===== config.mk =====
export PLATFORM = sky130hd
export DESIGN_NAME = tcl_ctrl
export DESIGN_NICKNAME = d
export VERILOG_FILES = /design/src/rtl/core/tcl_pkg.sv /design/src/rtl/core/tcl_ctrl.sv
export SDC_FILE = /design/constraint.sdc
export NUM_CORES = 1
export LEC_CHECK = 0
export BUFFER_PORTS_ARGS = -buffer_cell sky130_fd_sc_hd__buf_2
export CAP_MARGIN = 20
export CORE_AREA = 5 5 42 44
export CTS_CLUSTER_DIAMETER = 120
export DETAILED_ROUTE_END_ITERATION = 10
export DIE_AREA = 0 0 47 49
export GPL_TIMING_DRIVEN = 0
export SYNTH_ARGS = -nofsm -noshare
export SYNTH_HDL_FRONTEND = slang
export SYNTH_SLANG_ARGS = --single-unit
export TNS_END_PERCENT = 30

===== constraint.sdc =====
create_clock -name clk -period 2.4 [get_ports clk]
set_input_delay 0.48 -clock clk [delete_from_list [all_inputs] [get_ports clk]]
set_output_delay 0.48 -clock clk [all_outputs]
set_load 0.005 [all_outputs]

===== src/rtl/core/tcl_pkg.sv =====
// ----------------------------------------------------------------------------
// tcl_pkg: shared types and codes of the two-class concurrency limiter
// Operation and status codes, config register indexes, controller commands.
// ----------------------------------------------------------------------------
package tcl_pkg;

  localparam int USE_W = 16;
  localparam int CNT_W = 32;
  localparam int CAP_W = 7;

  typedef enum logic [1:0] {
    OP_REG_PRODUCT  = 2'd0,
    OP_REG_LISTENER = 2'd1,
    OP_ACQUIRE      = 2'd2,
    OP_RELEASE      = 2'd3
  } op_t;

  typedef enum logic [2:0] {
    ST_OK           = 3'd0,
    ST_FULL         = 3'd1,
    ST_PRODUCT_OVER = 3'd2,
    ST_LISTENER_OVER = 3'd3,
    ST_KEY_MISSING  = 3'd4
  } status_t;

  localparam logic [1:0] CFG_PRODUCT_CAP  = 2'd0;
  localparam logic [1:0] CFG_LISTENER_CAP = 2'd1;
  localparam logic [1:0] CFG_WARN_LEVEL   = 2'd2;

  // Controller to datapath.
  typedef struct packed {
    logic capture;     // latch the input transaction, clear search state
    logic search;      // step both table scans one entry
    logic apply;       // compute and write back counters
    logic emit;        // present the result
  } tcl_cmd_t;

  // Datapath to controller.
  typedef struct packed {
    logic search_done;
  } tcl_stat_t;

endpackage


===== src/rtl/core/tcl_ctrl.sv =====
// ----------------------------------------------------------------------------
// tcl_ctrl: transaction sequencer
// Steps capture, table scan, counter update and result for each transaction.
// ----------------------------------------------------------------------------
module tcl_ctrl
  import tcl_pkg::*;
(
  input  logic      clk,
  input  logic      rst_n,
  input  logic      start,
  output logic      busy,
  output tcl_cmd_t  cmd,
  input  tcl_stat_t stat
);

  typedef enum logic [1:0] {S_IDLE, S_SEARCH, S_APPLY, S_EMIT} state_t;

  state_t state_r, state_nxt;
  logic   busy_r;

  always_comb begin
    state_nxt = state_r;
    unique case (state_r)
      S_IDLE:   if (start) state_nxt = S_SEARCH;
      S_SEARCH: if (stat.search_done) state_nxt = S_APPLY;
      S_APPLY:  state_nxt = S_EMIT;
      S_EMIT:   state_nxt = S_IDLE;
      default:  state_nxt = S_IDLE;
    endcase
  end

  always_ff @(posedge clk) begin
    if (!rst_n) begin
      state_r <= S_IDLE;
      busy_r  <= 1'b0;
    end else begin
      state_r <= state_nxt;
      busy_r  <= (state_nxt != S_IDLE);
    end
  end

  assign busy        = busy_r;
  assign cmd.capture = (state_r == S_IDLE) && start;
  assign cmd.search  = (state_r == S_SEARCH);
  assign cmd.apply   = (state_r == S_APPLY);
  assign cmd.emit    = (state_r == S_EMIT);

  a_busy_state: assert property (@(posedge clk) disable iff (!rst_n)
    busy == (state_r != S_IDLE))
    else $error("busy out of step with state");
  a_apply_then_emit: assert property (@(posedge clk) disable iff (!rst_n)
    cmd.apply |=> cmd.emit)
    else $error("apply not followed by result");
  a_capture_only_idle: assert property (@(posedge clk) disable iff (!rst_n)
    cmd.capture |=> cmd.search)
    else $error("capture not followed by search");

endmodule


==> summary.txt, run 1 <==
CTS
  • Clk buf depth: 2
  • Hold buffer count at CTS: 0
  • Num CTS Buffers: 3
  • Num Clock Sinks: 3
  • Clock transition at the registers of the reported paths: 0.04 ns
  • Post-CTS setup buffers: 0
  • Root buf cell: clkbuf_4
  • Post-CTS resize count: 0
  • Clk_lat worst skew: 0.24 ns
  • CTS tree: built
  • CTS HTree Levels: 1

Timing
  • Final hold viol count: 0
  • Period utilization: 60.5%
  • Final min period: around 1.5 ns
  • Worst Tran Pin Value: about 0.2 ns
  • Setup TNS: 0 ns
  • Achievable Freq: 0.689 GHz
  • Min Hold Slack: 0.511 ns
  • Finish-stage setup viols: 0
  • Final clock skew: ~0.0052 ns
  • RSZ-0062 raised after global routing: false
  • Slew Viols, Final: 0
  • Slew HR: between 80% and 90%

Synth
  • Average cell area after synthesis: 9.92 sq um
  • Synth Area in Adders: 0%
  • Mux cell area share after synthesis: 0%
  • Post-Syn Area: 139 sq um
  • Seq/Total Area, Yosys: 43.2%
  • Synth Area in XOR/XNOR: 0%
  • Synth unique cells: 10
  • Post-synthesis simple-gate area fraction: 39.6%
  • Ys Warns: 0
  • Largest family of logic cells by synthesized area: simple AND/OR/NAND/NOR gates
  • Syn nets: 18
  • Synth Area in Compound Gates: between 10% and 20%
  • Mapped Cells: 14
  • Yosys top cell area share: 43.2%
  • Area leader, netlist: dfxtp_1
  • FF+latch count, synth: 3
  • Largest cells by area after synthesis: dfxtp_1 43%, nor3b_1 11%, and2_1 9.0%

Place
  • Port Buf Inserts: 8
  • Detailed Place HPWL: 290 um
  • Placer Congestion: between 0.6 and 0.7

Worst setup path
  • Startpoint class of the critical path: flip-flop
  • Kind of cell adding the most delay to the critical path: flip-flops
  • Worst setup EP type: primary output
  • CP peak stage delay: 0.40 ns
  • Worst EP required: 1.92 ns
  • WS Path Type: reg2out
  • Crit path DAT: about 0.97 ns
  • Worst-path cell chain: and2b_1 > buf_2
  • R2R depth: 2
  • Slowest CP cell: dfxtp_1
  • Worst reg2reg endpoint: state_r[1]
  • Worst r2r src: state_r[0]
  • CP Buf/Inv Count: 1
  • CP startpoint: state_r[0]
  • R2R Setup Slk: 1.46 ns
  • CP max FO: 7

GRT
  • Number of global-route vias before repair: roughly 150
  • Global-route wire length before repair: 538 um
  • Initial antenna violation count: 0
  • Total Routing Usage GR: 4.01%
  • Total gr overflow: 0
  • Largest net degree at the start of global routing: 8

Layout
  • Final core occ: 16.1%
  • Layout cells sized above 1: between 40% and 50%
  • Most common cell after layout, fill and taps aside: buf_2
  • Multi-input logic area: 78.8 sq um
  • Commonest non-fill, non-tap cells in the layout: 8 x buf_2, 3 x dfxtp_1, 3 x clkbuf_4
  • Register area: about 60 sq um
  • Number of fill cells: roughly 170
  • Layout Area Growth over Synthesis: 62.2%
  • # diodes: 0
  • Final Net Count: 31

Hold path
  • Worst hold path depth: 2
  • Hold Crit Start: rst_n
  • HP Class: in2reg
  • Worst hold endpoint: state_r[1]

Routing
  • Final wirelength: roughly 370 um
  • Antenna-violating nets left: 0
  • Top Layer Used: met3
  • Wire length per cell: roughly 9 um
  • Initial DRC count: 6
  • Drt drc: 0
  • WL met1: 130 um
  • DR pass1 iterations: 2
  • Detail Route met3 WL: 36 um
  • Via count: 145
  • Met2 WL: 201 um
  • Vias per cell: 3.45

Die
  • Die Wd: 47 um
  • Initial core utilization: approximately a tenth
  • Row Count: 14
  • IO Pins: 9
  • Die H: around 50 um
  • Core Box Area: about 1400 sq um
  • Die ar.: about 2300 sq um

Power and ir drop
  • Pleak: 0.108 nW
  • Design Power: 170 uW
  • Worst vdd ir: 0.000112 V
  • Pwr dens: approximately 760 nW/um^2

Job
  • Max-cap violations: 0

Outcome
  • Status: completed
synthesized netlist by cell type:
cell type and count:
nor2b_1 1, nor3b_1 2, nor3_1 1, and2b_1 1, o21bai_1 1, dfxtp_1 3, a22o_1 1, and2_1 2
a21boi_1 1, or3b_1 1
per-layer routing:
metal | vias to the layer above | track usage, %
met1 | 64 | 2.62
met4 | 0 | 8.29
met2 | 5 | 5.20
met3 | 0 | 1.48
met5 | - | 0
li1 | 76 | -
sequential cells by signal, indices dropped and copies added, names as in the netlist:
| register | cells |
|---|---|
| busy | 1 |
| state_r | 2 |
worst register-to-register path: stages, from the launching register on:
cell and delay, ns:
dfxtp_1 0.40, and2b_1 0.21, a22o_1 0.22
cell families after synthesis:
kind of cell | count (synthesis)
simple gates | 8
flops | 3
compound gates | 3
stage by stage:
stage	cell area [sq um]	instances	setup WS, ns
3_3_place_gp	199	38	1.00
5_1_grt	225	42	0.888
2_1_floorplan	139	14	1.24
4_1_cts	225	42	0.922
3_5_place_dp	199	38	1.01
6_report	225	42	0.948
final cells by class:
type	instances	area share [%]
timing repair buffer	8	17.8
tap	16	8.89
multi-input combinational	11	35.0
clock buffer	4	11.7
sequential	3	26.7
power breakdown:
group / switching, mW / leakage (nW) / internal [mW] / total [mW]
logic: 0.00847 / 0.0678 / 0.0130 / 0.0215
registers: 0.00419 / 0.0249 / 0.0544 / 0.0586
clock network: 0.0276 / 0.0150 / 0.0624 / 0.0900
how the worst max path moves through the flow:
stage,end,slack [ns],cells after the start
6_report,cmd[1],0.95,2
5_1_grt,cmd[1],0.89,2
4_1_cts,cmd[1],0.92,2
3_5_place_dp,cmd[3],1.01,3
3_3_place_gp,cmd[3],1.00,3
2_1_floorplan,cmd[3],1.24,1
Power figures use the tool's default switching activity.
==> run 2: changes to the inputs <==
- ABC_AREA: not set -> 1
- clock period: 2.4 -> 1.2 ns (I/O delays scaled with it)
==> summary.txt, run 2 <==
Outcome
  • Status: completed (unchanged)

Timing
  • Slew Viols, Final: 0 (unchanged)
  • Slew HR: 89.5% (was 86.3%)
  • RSZ-0062 raised after global routing: false (unchanged)
  • Finish-stage setup viols: 0 (unchanged)
  • Final clock skew: 0.00280 ns (was 0.00520 ns)
  • Worst Tran Pin Value: 0.156 ns (was 0.205 ns)
  • Final hold viol count: 0 (unchanged)
  • Period utilization: 91.5%
  • Achievable Freq: 0.911 GHz
  • Setup TNS: 0 ns (unchanged)
  • Final min period: 1.10 ns

CTS
  • Clock transition at the registers of the reported paths: 0.04 ns (about the same)
  • Hold buffer count at CTS: 0 (unchanged)
  • CTS tree: built (unchanged)
  • CTS HTree Levels: 1 (unchanged)
  • Root buf cell: clkbuf_4 (unchanged)
  • Num CTS Buffers: 3 (unchanged)
  • Post-CTS setup buffers: 0 (unchanged)
  • Clk buf depth: 2 (unchanged)
  • Clk_lat worst skew: 0.23 ns (was 0.24 ns)
  • Num Clock Sinks: 3 (unchanged)

Synth
  • Area leader, netlist: dfxtp_1 (unchanged)
  • Post-synthesis simple-gate area fraction: 33.3% (was 39.6%)
  • Most frequent cell after synthesis: nand2_1 (was dfxtp_1)
  • Synth Area in Compound Gates: 3.51% (was 17.1%)
  • Synth Area in Adders: 0% (unchanged)
  • Yosys top cell area share: 42.1% (was 43.2%)
  • Syn nets: 28 (was 18)
  • Main flop type after synthesis: dfxtp_1 (unchanged)
  • Post-Syn Area: 143 sq um (was 139 sq um)
  • Post-synth EDFFs: 0 (unchanged)
  • Largest cells by area after synthesis: dfxtp_1 42%, nand2_1 24%, inv_1 18% (was dfxtp_1 43%, nor3b_1 11%, and2_1 9.0%)
  • Ys Warns: 0 (unchanged)
  • Synth Area in XOR/XNOR: 0% (unchanged)
  • Seq/Total Area, Yosys: 42.1% (was 43.2%)
  • Mapped Cells: 24 (was 14)
  • Synth async-reset ratio: 0% (unchanged)
  • Average cell area after synthesis: 5.94 sq um (was 9.92 sq um)
  • Synth unique cells: 7 (was 10)
  • FF+latch count, synth: 3 (unchanged)
  • Largest family of logic cells by synthesized area: simple AND/OR/NAND/NOR gates (unchanged)
  • Mux cell area share after synthesis: 0% (unchanged)
  • Most frequent cells after synthesis: 9 x nand2_1, 7 x inv_1, 3 x dfxtp_1 (was 3 x dfxtp_1, 2 x and2_1, 2 x nor3b_1)

Layout
  • Layout cells sized above 1: 38.9% (was 42.3%)
  • Final core occ: 16.5% (was 16.1%)
  • Most common cell after layout, fill and taps aside: nand2_1 (was buf_2)
  • Reg with most FFs: state_r (unchanged)
  • Layout Area Growth over Synthesis: 62.3% (was 62.2%)
  • # diodes: 0 (unchanged)
  • Max reg flops: 2 (unchanged)
  • Final Net Count: 41 (was 31)
  • Commonest non-fill, non-tap cells in the layout: 9 x nand2_1, 8 x buf_2, 7 x inv_1 (was 8 x buf_2, 3 x dfxtp_1, 3 x clkbuf_4)

Die
  • Row Count: 14 (unchanged)
  • Die H: 49 um (unchanged)
  • Die ar.: 2300 sq um (unchanged)
  • IO Pins: 9 (unchanged)
  • Initial core utilization: 10.2% (was 9.91%)
  • Core Box Area: 1400 sq um (unchanged)
  • Die Wd: 47 um (unchanged)

GRT
  • Largest net degree at the start of global routing: 6 (was 8)
  • Initial antenna violation count: 0 (unchanged)
  • Total gr overflow: 0 (unchanged)
  • Global-route wire length before repair: 545 um (was 538 um)
  • Total Routing Usage GR: 3.80% (was 4.01%)
  • Number of global-route vias before repair: 150 (was 145)

Routing
  • Final wirelength: 347 um (was 369 um)
  • DR pass1 iterations: 1 (was 2)
  • Initial DRC count: 0 (was 6)
  • Antenna-violating nets left: 0 (unchanged)
  • Drt drc: 0 (unchanged)
  • Via count: 159 (was 145)
  • Wire length per cell: 6.67 um (was 8.79 um)
  • Vias per cell: 3.06 (was 3.45)

Worst setup path
  • CP Buf/Inv Count: 3 (was 1)
  • CP peak stage delay: 0.36 ns (was 0.40 ns)
  • Startpoint class of the critical path: flip-flop (unchanged)
  • Kind of cell adding the most delay to the critical path: flip-flops (unchanged)
  • Slowest CP cell: dfxtp_2 (was dfxtp_1)
  • Crit path DAT: 0.86 ns (was 0.97 ns)
  • Worst-path cell chain: inv_2 > nand2_1 > inv_1 > buf_2 (was and2b_1 > buf_2)
  • CP max FO: 5 (was 7)
  • Worst setup EP type: primary output (unchanged)
  • WS Path Type: reg2out (unchanged)
  • Worst EP required: 0.96 ns (was 1.92 ns)

Place
  • Port Buf Inserts: 8 (unchanged)
  • Placer Congestion: 0.561 (was 0.647)

Power and ir drop
  • Worst vdd ir: 0.000267 V (was 0.000112 V)
  • Pwr dens: 1540 nW/um^2 (was 755 nW/um^2)
  • Pleak: 0.162 nW (was 0.108 nW)

Job
  • Max-cap violations: 0 (unchanged)

Hold path
  • HP Class: in2reg (unchanged)
-- run 2: changes by cell type after synthesis, sizes merged, moves of 2 or more --
| cell | delta |
|---|---|
| nand2 | +9 |
| inv | +8 |
| and2 | -2 |
| nand3 | +2 |
| nor3b | -2 |
-- run 2: what timing repair did --
item	CTS	global route
endpoints found under the hold margin	0	0
endpoints found under the setup margin	0	3
resized for setup	0	2
-- run 2: through the flow --
| step | power (mW) | hold slack, ns | cell area, sq um | setup slack (ns) | instances |
|---|---|---|---|---|---|
| 2_1_floorplan | 0.154 | 0.356 | 143 | 0.438 | 24 |
| 3_3_place_gp | 0.181 | 0.464 | 203 | 0.293 | 48 |
| 3_5_place_dp | 0.181 | 0.471 | 203 | 0.291 | 48 |
| 4_1_cts | 0.368 | 0.230 | 229 | 0.0337 | 52 |
| 5_1_grt | 0.384 | 0.264 | 231 | 0.0230 | 52 |
| 6_report | 0.357 | 0.233 | 231 | 0.103 | 52 |
-- run 2: worst paths after layout --
| path | slack [ns] | to | from | depth (start not counted) |
|---|---|---|---|---|
| min reg2reg | 0.58 | state_r[1] | state_r[0] | 3 |
| min | 0.23 | state_r[0] | rst_n | 3 |
| max reg2reg | 0.42 | busy | state_r[1] | 4 |
| max | 0.10 | cmd[1] | state_r[0] | 4 |
-- run 2: kinds of logic after synthesis --
kind of cell / Yosys count
AOI/OAI and AO/OA: 1
buffers and inverters: 8
DFF: 3
and+or+nand+nor: 12
-- run 2: worst reg2reg max path: cells and delay by family (launching register included) --
| kind | cells | cell delay (ns) |
|---|---|---|
| AOI/OAI and AO/OA | 1 | 0.16 |
| DFF | 1 | 0.33 |
| and+or+nand+nor | 3 | 0.20 |
-- run 2: layout make-up --
class                      instances  area [sq um]
timing repair buffer               8          40.0
sequential                         3          62.6
tap                               16          20.0
inverter                           8          30.0
fill                             172          1170
multi-input combinational         13          52.6
clock buffer                       4          26.3
-- run 2: report_power, final --
part | switching (mW) | total (mW) | internal [mW]
logic | 0.0298 | 0.0566 | 0.0268
registers | 0.00897 | 0.123 | 0.114
clock network | 0.0529 | 0.178 | 0.125
total | 0.0917 | 0.357 | 0.266
-- run 2: metal layers --
layer | track usage (%) | up-vias | wire [um]
met5 | 0 | - | 0
met3 | 4.06 | 0 | 80
li1 | - | 91 | -
met1 | 3.07 | 60 | 107
met2 | 4.52 | 8 | 159
met4 | 4.15 | 0 | 0
==> run 3: changes to the inputs <==
- BUFFER_PORTS_ARGS: -buffer_cell sky130_fd_sc_hd__buf_2 -> -buffer_cell sky130_fd_sc_hd__clkbuf_2
- SETUP_SLACK_MARGIN: not set -> 0.2
==> summary.txt, run 3 (same netlist as run 2, synthesis figures left out) <==
Outcome
  • Status: completed (unchanged)

Layout
  • Most common cell after layout, fill and taps aside: nand2_1 (unchanged)
  • Max reg flops: 2 (unchanged)
  • Final Net Count: 42 (was 41)
  • Layout cells sized above 1: 43.2% (was 38.9%)
  • Final Cell Area: 241 sq um (was 231 sq um)
  • Final Non-Filler Cells: 53 (was 52)
  • Commonest non-fill, non-tap cells in the layout: 9 x nand2_1, 7 x clkbuf_2, 6 x inv_1 (was 9 x nand2_1, 8 x buf_2, 7 x inv_1)
  • # diodes: 0 (unchanged)
  • Reg with most FFs: state_r (unchanged)
  • Layout Area Growth over Synthesis: 69.3% (was 62.3%)

Timing
  • Slew Viols, Final: 0 (unchanged)
  • Min Hold Slack: 0.239 ns (was 0.233 ns)
  • Final min period: 1.10 ns (about the same)
  • RSZ-0062 raised after global routing: true (was false)
  • Final clock skew: 0.00187 ns (was 0.00280 ns)
  • Final hold viol count: 0 (unchanged)
  • Period utilization: 91.5% (about the same)
  • Achievable Freq: 0.911 GHz (about the same)
  • Slew HR: 91.2% (was 89.5%)
  • Worst Tran Pin Value: 0.131 ns (was 0.156 ns)
  • Finish-stage setup viols: 0 (unchanged)
  • Setup TNS: 0 ns (unchanged)
  • Final worst-path setup slack: 0.102 ns (was 0.103 ns)

Place
  • Pre-CTS WS: 0.306 ns (was 0.291 ns)
  • Placer Congestion: 0.557 (was 0.561)
  • Port Buf Inserts: 8 (unchanged)
  • Detailed Place HPWL: between 200 and 300 um
  • Placed cells: 48 (unchanged)
  • Post-Place Cell Area: 203 sq um (unchanged)

Die
  • Die Wd: 47 um (unchanged)
  • IO Pins: 9 (unchanged)
  • Initial core utilization: 10.2% (unchanged)
  • Die H: 49 um (unchanged)
  • Row Count: 14 (unchanged)
  • Die ar.: 2300 sq um (unchanged)
  • Core Box Area: 1400 sq um (unchanged)

GRT
  • Initial antenna violation count: 0 (unchanged)
  • Met2 usage: 5.43% (was 4.52%)
  • Total Routing Usage GR: 4.15% (was 3.80%)
  • Largest net degree at the start of global routing: 6 (unchanged)
  • Total gr overflow: 0 (unchanged)
  • Number of global-route vias before repair: 178 (was 150)
  • Global-route wire length before repair: 648 um (was 545 um)
  • Met3 Usage GRT: 4.06% (unchanged)
  • Met1 usage: 3.94% (was 3.07%)
  • GRT busiest layer: met2 (unchanged)

Power and ir drop
  • Worst vdd ir: 0.000312 V (was 0.000267 V)
  • Pwr dens: 1480 nW/um^2 (was 1540 nW/um^2)
  • Pleak: 0.166 nW (was 0.162 nW)

CTS
  • Root buf cell: clkbuf_4 (unchanged)
  • Clk buf depth: 2 (unchanged)
  • Num CTS Buffers: 3 (unchanged)
  • CTS tree: built (unchanged)
  • Num Clock Sinks: 3 (unchanged)
  • Clk_lat worst skew: 0.23 ns (about the same)
  • CTS HTree Levels: 1 (unchanged)
  • Hold buffer count at CTS: 0 (unchanged)
  • Clock transition at the registers of the reported paths: 0.04 ns (about the same)

Worst setup path
  • Crit path DAT: 0.86 ns (about the same)
  • R2R depth: 5 (was 4)
  • CP Buf/Inv Count: 2 (was 3)
  • Worst setup EP type: primary output (unchanged)
  • Kind of cell adding the most delay to the critical path: flip-flops (unchanged)
  • Worst-path cell chain: inv_2 > nand2_1 > nor2_1 > clkbuf_2 (was inv_2 > nand2_1 > inv_1 > buf_2)
  • Worst reg2reg endpoint: busy (unchanged)
  • Slowest CP cell: dfxtp_2 (unchanged)
  • CP max FO: 4 (was 5)
  • R2R Setup Slk: 0.38 ns (was 0.42 ns)
  • WS Path Type: reg2out (unchanged)
  • Worst r2r src: state_r[0] (was state_r[1])
  • Worst EP required: 0.96 ns (about the same)
  • CP peak stage delay: 0.33 ns (was 0.36 ns)
  • Startpoint class of the critical path: flip-flop (unchanged)

Hold path
  • Worst hold path depth: 3 (unchanged)
  • Hold Crit Start: rst_n (unchanged)
  • HP Class: in2reg (unchanged)
  • Worst hold endpoint: state_r[0] (unchanged)

Routing
  • Final wirelength: 350 um (was 347 um)
  • DR pass1 iterations: 3 (was 1)
  • Drt drc: 0 (unchanged)
  • Vias per cell: 3.17 (was 3.06)
  • Antenna-violating nets left: 0 (unchanged)
  • Wire length per cell: 6.60 um (was 6.67 um)
  • Initial DRC count: 6 (was 0)
  • Via count: 168 (was 159)

Job
  • Max-cap violations: 0 (unchanged)
## run 3: cell count changes in the layout (fill, tap and decap cells not counted)
cell	previous run	this run
buf_4	0	1
inv_2	1	2
clkbuf_2	0	7
dfxtp_4	0	1
inv_1	7	6
buf_2	8	1
dfxtp_2	2	1
## run 3: tightest hold or removal path, delay by kind of cell
family	cells	cell delay [ns]
buf+inv	2	0.14
simple gates	1	0.06
## run 3: timing repair
action / 4_1_cts / 5_1_grt
resized for setup: 2 / 3
setup endpoints to repair: 4 / 4
hold endpoints to repair: 0 / 0
buffers inserted: 1 / 0
## run 3: where the power goes
| group | switching (mW) | leakage [nW] | internal [mW] |
|---|---|---|---|
| clock network | 0.0479 | 0.0150 | 0.124 |
| registers | 0.00927 | 0.0259 | 0.114 |
| logic | 0.0317 | 0.125 | 0.0308 |
| total | 0.0889 | 0.166 | 0.269 |
## run 3: per-layer routing
layer,up-vias,share of wire [%]
li1,94,-
met1,68,35
met2,6,45
met3,0,20
met4,0,0
met5,-,0
## run 3: worst max-delay path by stage
stage | start | end | slack (ns) | cells past startpoint
finish | state_r[0] | cmd[3] | 0.10 | 4
floorplan | state_r[0] | cmd[1] | 0.44 | 3
detailed placement | state_r[0] | cmd[1] | 0.31 | 4
CTS | state_r[0] | cmd[3] | 0.09 | 4
global route | state_r[1] | cmd[2] | 0.04 | 4
global placement | state_r[0] | cmd[1] | 0.30 | 4
## run 3: final cells by class
| class | instances | area (sq um) |
|---|---|---|
| Clock buffer | 4 | 26.3 |
| Fill cell | 176 | 1160 |
| Inverter | 8 | 30.0 |
| Multi-Input combinational cell | 13 | 52.6 |
| Sequential cell | 3 | 65.1 |
| Tap cell | 16 | 20.0 |
| Timing Repair Buffer | 9 | 47.5 |
## run 3: per-stage QoR
| stage | util [%] | power (mW) |
|---|---|---|
| 2_1_floorplan | - | 0.154 |
| 3_3_place_gp | 14.5 | 0.182 |
| 3_5_place_dp | 14.5 | 0.182 |
| 4_1_cts | 17.1 | 0.368 |
| 5_1_grt | 17.2 | 0.391 |
| 6_report | 17.2 | 0.358 |
